==> config.mk <==
export PLATFORM = sky130hd
export DESIGN_NAME = reed_solomon_encoder_top
export DESIGN_NICKNAME = d
export VERILOG_FILES = /design/src/rtl/core/rse_pkg.sv /design/src/rtl/core/reed_solomon_encoder_top.sv /design/src/rtl/core/rse_gen.sv /design/src/rtl/core/rse_core.sv
export SDC_FILE = /design/constraint.sdc
export NUM_CORES = 2
export LEC_CHECK = 0
export BUFFER_PORTS_ARGS = -buffer_cell sky130_fd_sc_hd__buf_2
export CAP_MARGIN = 20
export CORE_MARGIN = 5
export CORE_UTILIZATION = 65
export CTS_CLUSTER_DIAMETER = 80
export DETAILED_ROUTE_END_ITERATION = 6
export GPL_ROUTABILITY_DRIVEN = 1
export GPL_TIMING_DRIVEN = 0
export PLACE_DENSITY = 0.89
export SYNTH_ARGS = -nofsm -noshare
export SYNTH_HDL_FRONTEND = slang
export SYNTH_HIERARCHICAL = 1
export SYNTH_SLANG_ARGS = --single-unit
==> constraint.sdc <==
create_clock -name i_clk -period 12.12 [get_ports i_clk]
set_input_delay 3.03 -clock i_clk [delete_from_list [all_inputs] [get_ports i_clk]]
set_output_delay 3.03 -clock i_clk [all_outputs]
set_load 0.01 [all_outputs]
==> src/rtl/core/rse_pkg.sv <==
// Shared types, constants and field arithmetic for the Reed-Solomon encoder.
`default_nettype none

package rse_pkg;

    localparam int SYM_W     = 8;
    localparam int POLY_W    = 9;
    localparam int T_W       = 4;
    localparam int PAR_W     = 5;
    localparam int CFG_IDX_W = 2;

    localparam logic [CFG_IDX_W-1:0] CFG_FIELD_POLY  = 2'd0;
    localparam logic [CFG_IDX_W-1:0] CFG_CORR_COUNT  = 2'd1;
    localparam logic [CFG_IDX_W-1:0] CFG_ENCODE_MODE = 2'd2;

    localparam logic MODE_SYSTEMATIC    = 1'b0;
    localparam logic MODE_NONSYSTEMATIC = 1'b1;

    localparam logic [POLY_W-1:0] RST_FIELD_POLY  = 9'd285;
    localparam logic [T_W-1:0]    RST_CORR_COUNT  = 4'd8;
    localparam logic              RST_ENCODE_MODE = MODE_SYSTEMATIC;

    localparam logic [SYM_W-1:0] ALPHA = 8'd2;

    typedef enum logic {
        ST_BUILD,
        ST_RUN
    } t_state;

    typedef struct packed {
        logic              ok;
        logic              busy;
        logic              clear;
        logic              mode;
        logic [3:0]        sym_m;
        logic [POLY_W-1:0] poly;
        logic [PAR_W-1:0]  par_len;
        logic [SYM_W-1:0]  msg_len;
    } t_ctrl;

    function automatic logic [SYM_W-1:0] gf_mul(
        input logic [SYM_W-1:0]  a,
        input logic [SYM_W-1:0]  b,
        input logic [POLY_W-1:0] poly,
        input logic [3:0]        m
    );
        logic [POLY_W-1:0] aa;
        logic [POLY_W-1:0] top;
        logic [POLY_W-1:0] mask;
        logic [SYM_W-1:0]  acc;
        top  = POLY_W'(1) << m;
        mask = top - POLY_W'(1);
        aa   = {1'b0, a};
        acc  = '0;
        for (int i = 0; i < SYM_W; i++) begin
            if (i < int'(m)) begin
                if (b[i]) begin
                    acc = acc ^ aa[SYM_W-1:0];
                end
                aa = aa << 1;
                if ((aa & top) != '0) begin
                    aa = aa ^ poly;
                end
            end
        end
        return acc & mask[SYM_W-1:0];
    endfunction

endpackage

`default_nettype wire

==> src/rtl/core/reed_solomon_encoder_top.sv <==
// Top level of the Reed-Solomon encoder over GF(2^m).
//
//  channel   direction  handshake                     payload
//  -------   ---------  ---------                     -------
//  in        request    i_in_valid / o_in_ready       i_message_symbol
//  out       result     o_out_valid / i_out_ready     o_code_symbol, o_is_parity,
//                                                     o_block_last
//  cfg       write      i_cfg_we                      i_cfg_index, i_cfg_data
//
// One message symbol per cycle while o_in_ready is high; a request taken with valid
// settings is answered by one result the next cycle, set by the single parity
// register bank that updates all 2t stages at once; it shifts out at block end.
// After reset or a write to index 0, 1 or 2 the generator is built, one root per
// cycle, while o_in_ready stays low; when the settings are invalid no root is built.
// Reset is synchronous, active low; a stalled output holds its result while the
// next request waits in front of the output register.
`default_nettype none

module reed_solomon_encoder_top import rse_pkg::*; #(
    parameter int SYMBOL_BITS     = 8,
    parameter int MAX_CORRECTABLE = 8
) (
    input  wire logic                 i_clk,
    input  wire logic                 i_rst_n,
    input  wire logic                 i_cfg_we,
    input  wire logic [CFG_IDX_W-1:0] i_cfg_index,
    input  wire logic [POLY_W-1:0]    i_cfg_data,
    input  wire logic                 i_in_valid,
    output logic                      o_in_ready,
    input  wire logic [SYM_W-1:0]     i_message_symbol,
    output logic                      o_out_valid,
    input  wire logic                 i_out_ready,
    output logic [SYM_W-1:0]          o_code_symbol,
    output logic                      o_is_parity,
    output logic                      o_block_last
);

    t_ctrl                  ctrl;
    logic [SYMBOL_BITS-1:0] gen [2*MAX_CORRECTABLE];

    rse_gen #(
        .SYMBOL_BITS     (SYMBOL_BITS),
        .MAX_CORRECTABLE (MAX_CORRECTABLE)
    ) u_gen (
        .i_clk       (i_clk),
        .i_rst_n     (i_rst_n),
        .i_cfg_we    (i_cfg_we),
        .i_cfg_index (i_cfg_index),
        .i_cfg_data  (i_cfg_data),
        .o_ctrl      (ctrl),
        .o_gen       (gen)
    );

    rse_core #(
        .SYMBOL_BITS     (SYMBOL_BITS),
        .MAX_CORRECTABLE (MAX_CORRECTABLE)
    ) u_core (
        .i_clk            (i_clk),
        .i_rst_n          (i_rst_n),
        .i_ctrl           (ctrl),
        .i_gen            (gen),
        .i_in_valid       (i_in_valid),
        .o_in_ready       (o_in_ready),
        .i_message_symbol (i_message_symbol),
        .o_out_valid      (o_out_valid),
        .i_out_ready      (i_out_ready),
        .o_code_symbol    (o_code_symbol),
        .o_is_parity      (o_is_parity),
        .o_block_last     (o_block_last)
    );

endmodule

`default_nettype wire

==> src/rtl/core/rse_gen.sv <==
// Configuration registers, derived block geometry and generator polynomial builder.
`default_nettype none

module rse_gen import rse_pkg::*; #(
    parameter int SYMBOL_BITS     = 8,
    parameter int MAX_CORRECTABLE = 8
) (
    input  wire logic                   i_clk,
    input  wire logic                   i_rst_n,
    input  wire logic                   i_cfg_we,
    input  wire logic [CFG_IDX_W-1:0]   i_cfg_index,
    input  wire logic [POLY_W-1:0]      i_cfg_data,
    output t_ctrl                       o_ctrl,
    output logic [SYMBOL_BITS-1:0]      o_gen [2*MAX_CORRECTABLE]
);

    localparam int P = 2 * MAX_CORRECTABLE;

    logic [POLY_W-1:0] r_poly;
    logic [T_W-1:0]    r_t;
    logic              r_mode;
    t_state            r_state;
    t_state            n_state;
    logic [PAR_W-1:0]  r_step;
    logic [SYM_W-1:0]  r_root;
    logic [SYM_W-1:0]  r_g [P+1];
    logic [SYM_W-1:0]  n_g [P+1];

    logic              cfg_hit;
    logic [3:0]        sym_m;
    logic [PAR_W-1:0]  par_len;
    logic [POLY_W-1:0] modulus;
    logic [POLY_W-1:0] msg_diff;
    logic              ok;
    logic              busy;
    logic              build_go;

    assign cfg_hit = i_cfg_we && (i_cfg_index == CFG_FIELD_POLY ||
                                  i_cfg_index == CFG_CORR_COUNT ||
                                  i_cfg_index == CFG_ENCODE_MODE);

    always_comb begin
        sym_m = '0;
        for (int d = 0; d < POLY_W; d++) begin
            if (r_poly[d]) begin
                sym_m = 4'(d);
            end
        end
    end

    assign par_len  = {r_t, 1'b0};
    assign modulus  = (POLY_W'(1) << sym_m) - POLY_W'(1);
    assign msg_diff = modulus - POLY_W'(par_len);
    assign ok = (sym_m >= 4'd3) && (int'(sym_m) <= SYMBOL_BITS) && (r_t != '0) &&
                (int'(r_t) <= MAX_CORRECTABLE) && (POLY_W'(par_len) < modulus);

    always_comb begin
        case (r_state)
            ST_BUILD: begin
                if (!ok || r_step == par_len) begin
                    n_state = ST_RUN;
                end else begin
                    n_state = ST_BUILD;
                end
            end
            ST_RUN:  n_state = ST_RUN;
            default: n_state = ST_RUN;
        endcase
    end

    always_comb begin
        case (r_state)
            ST_BUILD: begin
                busy     = 1'b1;
                build_go = ok && (r_step != par_len);
            end
            default: begin
                busy     = 1'b0;
                build_go = 1'b0;
            end
        endcase
    end

    always_comb begin
        n_g[0] = gf_mul(r_root, r_g[0], r_poly, sym_m);
        for (int j = 1; j <= P; j++) begin
            n_g[j] = r_g[j-1] ^ gf_mul(r_root, r_g[j], r_poly, sym_m);
        end
    end

    always_ff @(posedge i_clk) begin
        if (!i_rst_n) begin
            r_poly  <= RST_FIELD_POLY;
            r_t     <= RST_CORR_COUNT;
            r_mode  <= RST_ENCODE_MODE;
            r_state <= ST_BUILD;
            r_step  <= '0;
            r_root  <= ALPHA;
            for (int j = 0; j <= P; j++) begin
                r_g[j] <= (j == 0) ? SYM_W'(1) : '0;
            end
        end else if (cfg_hit) begin
            case (i_cfg_index)
                CFG_FIELD_POLY:  r_poly <= i_cfg_data;
                CFG_CORR_COUNT:  r_t    <= i_cfg_data[T_W-1:0];
                CFG_ENCODE_MODE: r_mode <= i_cfg_data[0];
                default:         r_mode <= r_mode;
            endcase
            r_state <= ST_BUILD;
            r_step  <= '0;
            r_root  <= ALPHA;
            for (int j = 0; j <= P; j++) begin
                r_g[j] <= (j == 0) ? SYM_W'(1) : '0;
            end
        end else begin
            r_state <= n_state;
            if (build_go) begin
                r_g    <= n_g;
                r_root <= gf_mul(r_root, ALPHA, r_poly, sym_m);
                r_step <= r_step + PAR_W'(1);
            end
        end
    end

    always_comb begin
        for (int j = 0; j < P; j++) begin
            o_gen[j] = SYMBOL_BITS'(r_g[j]);
        end
    end

    always_comb begin
        o_ctrl.ok      = ok;
        o_ctrl.busy    = busy;
        o_ctrl.clear   = cfg_hit;
        o_ctrl.mode    = r_mode;
        o_ctrl.sym_m   = sym_m;
        o_ctrl.poly    = r_poly;
        o_ctrl.par_len = par_len;
        o_ctrl.msg_len = msg_diff[SYM_W-1:0];
    end

endmodule

`default_nettype wire

==> src/rtl/core/rse_core.sv <==
// Parity register bank, symbol counter, parity flush and output register.
`default_nettype none

module rse_core import rse_pkg::*; #(
    parameter int SYMBOL_BITS     = 8,
    parameter int MAX_CORRECTABLE = 8
) (
    input  wire logic                   i_clk,
    input  wire logic                   i_rst_n,
    input  wire t_ctrl                  i_ctrl,
    input  wire logic [SYMBOL_BITS-1:0] i_gen [2*MAX_CORRECTABLE],
    input  wire logic                   i_in_valid,
    output logic                        o_in_ready,
    input  wire logic [SYM_W-1:0]       i_message_symbol,
    output logic                        o_out_valid,
    input  wire logic                   i_out_ready,
    output logic [SYM_W-1:0]            o_code_symbol,
    output logic                        o_is_parity,
    output logic                        o_block_last
);

    localparam int P = 2 * MAX_CORRECTABLE;

    logic [SYMBOL_BITS-1:0] r_rem [P];
    logic [SYMBOL_BITS-1:0] n_rem [P];
    logic [SYM_W-1:0]       r_count;
    logic [PAR_W-1:0]       r_flush;
    logic                   r_out_valid;
    logic [SYMBOL_BITS-1:0] r_code;
    logic                   r_par;
    logic                   r_last;

    logic [POLY_W-1:0]      sym_mask;
    logic [SYMBOL_BITS-1:0] sym;
    logic [SYMBOL_BITS-1:0] top;
    logic [SYMBOL_BITS-1:0] fb;
    logic [SYMBOL_BITS-1:0] n_code;
    logic                   slot_free;
    logic                   in_fire;
    logic                   in_load;
    logic                   flush_go;
    logic                   is_last;

    assign sym_mask  = (POLY_W'(1) << i_ctrl.sym_m) - POLY_W'(1);
    assign sym       = SYMBOL_BITS'(i_message_symbol & sym_mask[SYM_W-1:0]);
    assign slot_free = !r_out_valid || i_out_ready;
    assign o_in_ready = !i_ctrl.busy && (r_flush == '0) && slot_free;
    assign in_fire   = i_in_valid && o_in_ready;
    assign in_load   = in_fire && i_ctrl.ok;
    assign flush_go  = (r_flush != '0) && slot_free;
    assign is_last   = ({1'b0, r_count} + 9'd1) >= {1'b0, i_ctrl.msg_len};

    always_comb begin
        top = '0;
        for (int i = 0; i < P; i++) begin
            if ((i + 1) == int'(i_ctrl.par_len)) begin
                top = r_rem[i];
            end
        end
    end

    assign fb = (i_ctrl.mode == MODE_SYSTEMATIC) ? (sym ^ top) : sym;

    always_comb begin
        for (int i = 0; i < P; i++) begin
            n_rem[i] = (i == 0) ? '0 : r_rem[(i == 0) ? 0 : i - 1];
            if (!flush_go) begin
                n_rem[i] = n_rem[i] ^ SYMBOL_BITS'(gf_mul(SYM_W'(fb), SYM_W'(i_gen[i]),
                                                          i_ctrl.poly, i_ctrl.sym_m));
            end
        end
    end

    always_comb begin
        if (flush_go) begin
            n_code = top;
        end else if (i_ctrl.mode == MODE_SYSTEMATIC) begin
            n_code = sym;
        end else begin
            n_code = sym ^ top;
        end
    end

    always_ff @(posedge i_clk) begin
        if (!i_rst_n || i_ctrl.clear) begin
            for (int i = 0; i < P; i++) begin
                r_rem[i] <= '0;
            end
            r_count     <= '0;
            r_flush     <= '0;
            r_out_valid <= 1'b0;
        end else if (in_load || flush_go) begin
            r_rem       <= n_rem;
            r_out_valid <= 1'b1;
            r_code      <= n_code;
            r_par       <= flush_go && (i_ctrl.mode == MODE_SYSTEMATIC);
            r_last      <= flush_go && (r_flush == PAR_W'(1));
            if (flush_go) begin
                r_flush <= r_flush - PAR_W'(1);
            end else if (is_last) begin
                r_flush <= i_ctrl.par_len;
                r_count <= '0;
            end else begin
                r_count <= r_count + SYM_W'(1);
            end
        end else if (i_out_ready) begin
            r_out_valid <= 1'b0;
        end
    end

    assign o_out_valid   = r_out_valid;
    assign o_code_symbol = SYM_W'(r_code);
    assign o_is_parity   = r_par;
    assign o_block_last  = r_last;

    a_flush_start: assert property (@(posedge i_clk) disable iff (!i_rst_n)
        in_load && is_last && !i_ctrl.clear |=> r_flush == $past(i_ctrl.par_len))
        else $error("parity flush did not start with full parity count");

    a_last_ends_flush: assert property (@(posedge i_clk) disable iff (!i_rst_n)
        r_out_valid && r_last |-> r_flush == '0)
        else $error("codeword end shown while parity remains");

    a_flush_needs_cfg: assert property (@(posedge i_clk) disable iff (!i_rst_n)
        r_flush != '0 |-> i_ctrl.ok && !i_ctrl.busy)
        else $error("parity flush pending without a valid built generator");

    a_flush_drains: assert property (@(posedge i_clk) disable iff (!i_rst_n)
        flush_go && r_flush == PAR_W'(1) && !i_ctrl.clear |=> top == '0)
        else $error("parity bank not empty after flush");

endmodule

`default_nettype wire

==> results of run 1 <==
==> per-layer routing <==
metal | overflow | global-route usage
met5 | 8 | 0.278
met4 | 239 | 0.741
met3 | 35 | 0.580
met2 | 456 | 0.918
met1 | 17 | 0.761
==> synthesized netlist by cell type, drive strengths merged (15+ instances only) <==
cell and count:
xnor2 1530, nor2 1270, nand2 1091, nand3 540, clkbuf 490, a21oi 356
o21ai 353, dfxtp 298, xor2 252, nor3 198, buf 187, a31oi 114
mux2i 107, and2 105, or3 102, a211oi 86, and3 85, o211ai 71
nand4 68, inv 58, o221ai 56, nor2b 52, o22ai 50, o31ai 45
nor4 43, a311oi 42, nand3b 39, a211o 35, nand2b 32, o21a 31
nor3b 28, a21o 26, or2 25, a21boi 24, a311o 24, a31o 23
ha 20, a32oi 19, o32ai 19, o2111ai 17, mux2 15
==> cells by family after synthesis <==
| group | count (synthesis) | share of synthesized area |
|---|---|---|
| AOI/OAI and AO/OA | 1541 | 0.194 |
| adders and majority gates | 21 | 0.00504 |
| other | 1 | 0.0000699 |
| xor gates and xnor gates | 1782 | 0.293 |
| buffers and inverters | 740 | 0.0550 |
| muxes | 122 | 0.0236 |
| DFF | 308 | 0.117 |
| and+or+nand+nor | 3721 | 0.313 |
==> metrics by stage <==
stage,setup slack [ns],std cells,util,hold slack (ns)
floorplan,0.910,8236,-,0.450
global placement,-3.91,9341,0.673,0.465
detailed placement,-4.00,9350,0.674,0.479
CTS,0.00501,9435,0.698,0.486
==> what timing repair did <==
item                                    in CTS
gates resized for setup                    104
setup buffers                               17
pin swaps                                    8
endpoints found under the setup margin     128
==> qor.csv, run 1 <==
metric,value,unit
synth.distinct_cells,128,
die_x,297,um
synth_top_area_frac,0.250,
dpl_cell_area,0.0552,mm2
synth-seq-area-share,0.117,
htreeDepth,2,
finalWeightedCongestion,1.33,
synth_edf_count,10,
grt-ovfl-total,755,
ys.flop_type,dfxtp_1,
synth_nets,8281,
hold_buffers,0,
syn-instance-count,8236,
async_reset_ff_frac,0,
status,did not finish,
grt_pass1_wl,511000,um
haltStage,5_1_grt,
hpwl,240000,um
yosys-top-cells-area,"xnor2_1 (25%), dfxtp_1 (11%), nor2_1 (8.9%), nand2_1 (7.6%), nand3_1 (5.0%)",
grt_pass1_vias,69400,
floorplan.initialDensity,0.654,
ys_ff_latch,308,
num_io_pins,36,
grt_usage,0.750,
ys_warn_count,6,
cts_made_buffers,39,
grt_max_degree,20,
cts_root_buf,clkbuf_16,
stop_error,[ERROR GRT-0116] Global routing finished with congestion. Check the congestion regions in the DRC Viewer.,
avgSynthCellArea,6.51,um2
die_y,297,um
netlist_area,0.0536,mm2
portBuffers,35,
rows,105,
synth_largest_area_cell,xnor2_1,
cts.path.max_buffers,3,
cts.sinks,308,
==> run 2, diff against run 1 <==
Settings changed: CORE_UTILIZATION 65 to 40, CTS_CLUSTER_DIAMETER 80 to not set, PLACE_DENSITY 0.89 to not set, PLACE_DENSITY_LB_ADDON set to 0.15.
==> run 2 against run 1 <==
The flow now finishes, with violations (DRC). Area after synthesis unchanged. Synthesized cell count unchanged.
==> qor.csv, run 2 <==
metric,value,unit
status,finished with violations,
violations,DRC,
nNetsFinal,8420,
path_common_cell,buf_2,
final_common_cell,xnor2_1,
core_area,0.133,mm2
synth-seq-area-share,0.117,
critPathLaunchType,register,
synth.distinct_cells,128,
async_reset_ff_frac,0,
post_drt_wl_per_cell,36.5,um
crit_path_max_fanout,11,
yosysMostFrequentCell,xnor2_1,
synth_edf_count,10,
final_core_util,0.443,
finalClockSkew,0.0515,ns
drt_iter0_drc,10400,
rsz0062_at_grt,false,
irDropWorstVdd,0.000120,V
seq_area,0.00627,mm2
drt_wl_total,372000,um
fin_area,0.0591,mm2
rows,134,
syn-instance-count,8236,
required,12.68,ns
antenna_left,0,
crit_arrival,12.60,ns
critPathMaxStageDelay,0.99,ns
grt_pass1_vias,61100,
grt_usage,0.500,
layout-drive-gt1-share,0.0617,
use_met3,0.144,
synth_nets,8281,
final_cell_mix,"xnor2_1 (1487), nor2_1 (1264), nand2_1 (1083)",
p_leak,0.0181,uW
die_x,376,um
yosys-top-cells-area,"xnor2_1 (25%), dfxtp_1 (11%), nor2_1 (8.9%), nand2_1 (7.6%), nand3_1 (5.0%)",
num_io_pins,36,
synth_largest_area_cell,xnor2_1,
dpl_cell_area,0.0563,mm2
cap_violations,0,
slew_headroom,0.0839,
detail_route.vias_per_cell,6.59,
multi_input_area,0.0453,mm2
avgSynthCellArea,6.51,um2
routed-via-count,67200,
cts_root_buf,clkbuf_16,
ys_warn_count,6,
firstDrtPassIters,7,
critical_path.slowest_cell,dfxtp_1,
period_minus_slack,12.04,ns
grt_busiest_layer,met2,
cts.path.max_buffers,3,
cts.sinks,308,
slew_violations,0,
die_y,376,um
critPathKind,reg -> reg,
netlist_area,0.0536,mm2
dieArea,0.142,mm2
synth_top_area_frac,0.250,
cts_made_buffers,41,
setup_violations,0,
netlist_top_cells_count,"xnor2_1 (1528), nor2_1 (1269), nand2_1 (1083)",
worst_pin_slew,1.37,ns
htreeDepth,2,
crit_path_end_kind,register,
finalWeightedCongestion,1.15,
nFillCells,14200,
grtUsageMet2,0.761,
grtUsageMet1,0.537,
drcViolationCount,10,
floorplan.initialDensity,0.402,
period_share,0.993,
fmax,83.1,MHz
grt-ovfl-total,0,
portBuffers,35,
min-delay-path-class,reg -> reg,
clk_latency,0.64,ns
grt_pass1_wl,501000,um
ys.flop_type,dfxtp_1,
finalHoldViolCount,0,
cts_tree,yes,
grt_max_degree,20,
hpwl,300000,um
antenna_found_initial,26,
clk_pin_slew,0.06,ns
ys_ff_latch,308,
power_density,209,mW/mm2
syn_to_final_growth,10.1,%
==> run 2: cell counts after synthesis <==
Identical to the previous run, type by type.
==> run 2: per-layer routing <==
metal | share of wire | routed length (um) | vias up
met3 | 0.11 | 41400 | 1905
met4 | 0.14 | 51800 | 12
met1 | 0.33 | 124000 | 31300
li1 | - | - | 28600
met2 | 0.42 | 155000 | 5427
met5 | 0.00022 | 83 | -
==> run 2: cell families after synthesis <==
| group | Yosys count | share of synthesized area |
|---|---|---|
| compound gates | 1541 | 0.194 |
| xor+xnor | 1782 | 0.293 |
| fa+ha+maj | 21 | 0.00504 |
| buf+inv | 740 | 0.0550 |
| flops | 308 | 0.117 |
| mux | 122 | 0.0236 |
| other cells | 1 | 0.0000699 |
| simple gates | 3721 | 0.313 |
==> run 2: worst max-delay path: cells and delay by family, from the launching register on <==
kind / cells / cell delay [ns]
xor gates and xnor gates: 1 / 0.31
DFF: 1 / 0.99
and+or+nand+nor: 8 / 2.20
muxes: 3 / 1.16
AOI/OAI and AO/OA: 13 / 4.28
buffers and inverters: 10 / 2.97
==> run 2: what timing repair did <==
item,CTS,global route
pin swaps,9,6
setup endpoints to repair,128,128
setup buffers,28,6
resized for setup,128,51
hold buffers,0,0
==> run 2: power breakdown <==
group	internal (uW)	switching, uW	leakage (uW)
Clock	805	594	0.000715
Combinational	2710	6550	0.0149
Sequential	1190	505	0.00252
==> run 2: area by class of cell <==
class,count,area share
well taps,1768,0.0374
clock inverters,13,0.00339
flip-flops and latches,308,0.106
clock buffers,62,0.0213
plain buffers,670,0.0465
repair buffers,103,0.0139
diodes,20,0.000847
inverters,63,0.00409
multi-input cells,7188,0.766
==> run 2: worst paths after layout <==
| kind | start | to | slack [ns] | depth (start not counted) |
|---|---|---|---|---|
| max reg2reg | u_gen/r_t[0]$_SDFFE_PN0P_ | u_core/r_rem[83]$_SDFFE_PP0P_ | 0.08 | 35 |
| min | u_core/r_flush[3]$_SDFFE_PP0P_ | u_core/r_flush[3]$_SDFFE_PP0P_ | 0.51 | 2 |
| max | u_gen/r_t[0]$_SDFFE_PN0P_ | u_core/r_rem[83]$_SDFFE_PP0P_ | 0.08 | 35 |
| min reg2reg | u_core/r_flush[3]$_SDFFE_PP0P_ | u_core/r_flush[3]$_SDFFE_PP0P_ | 0.51 | 2 |
==> run 2: through the flow <==
stage	worst slack (ns)	std cells	power, uW	setup TNS, ns	hold slack [ns]
3_3_place_gp	-4.98	10000	9920	-613.84	0.485
4_1_cts	0.0423	10200	11700	0	0.507
3_5_place_dp	-4.94	10100	10000	-570.69	0.492
6_report	0.0812	10200	12400	0	0.507
5_1_grt	0.0349	10200	12500	0	0.524
2_1_floorplan	0.910	8236	6600	0	0.450
Note: power is estimated with default switching activity, not from simulation.
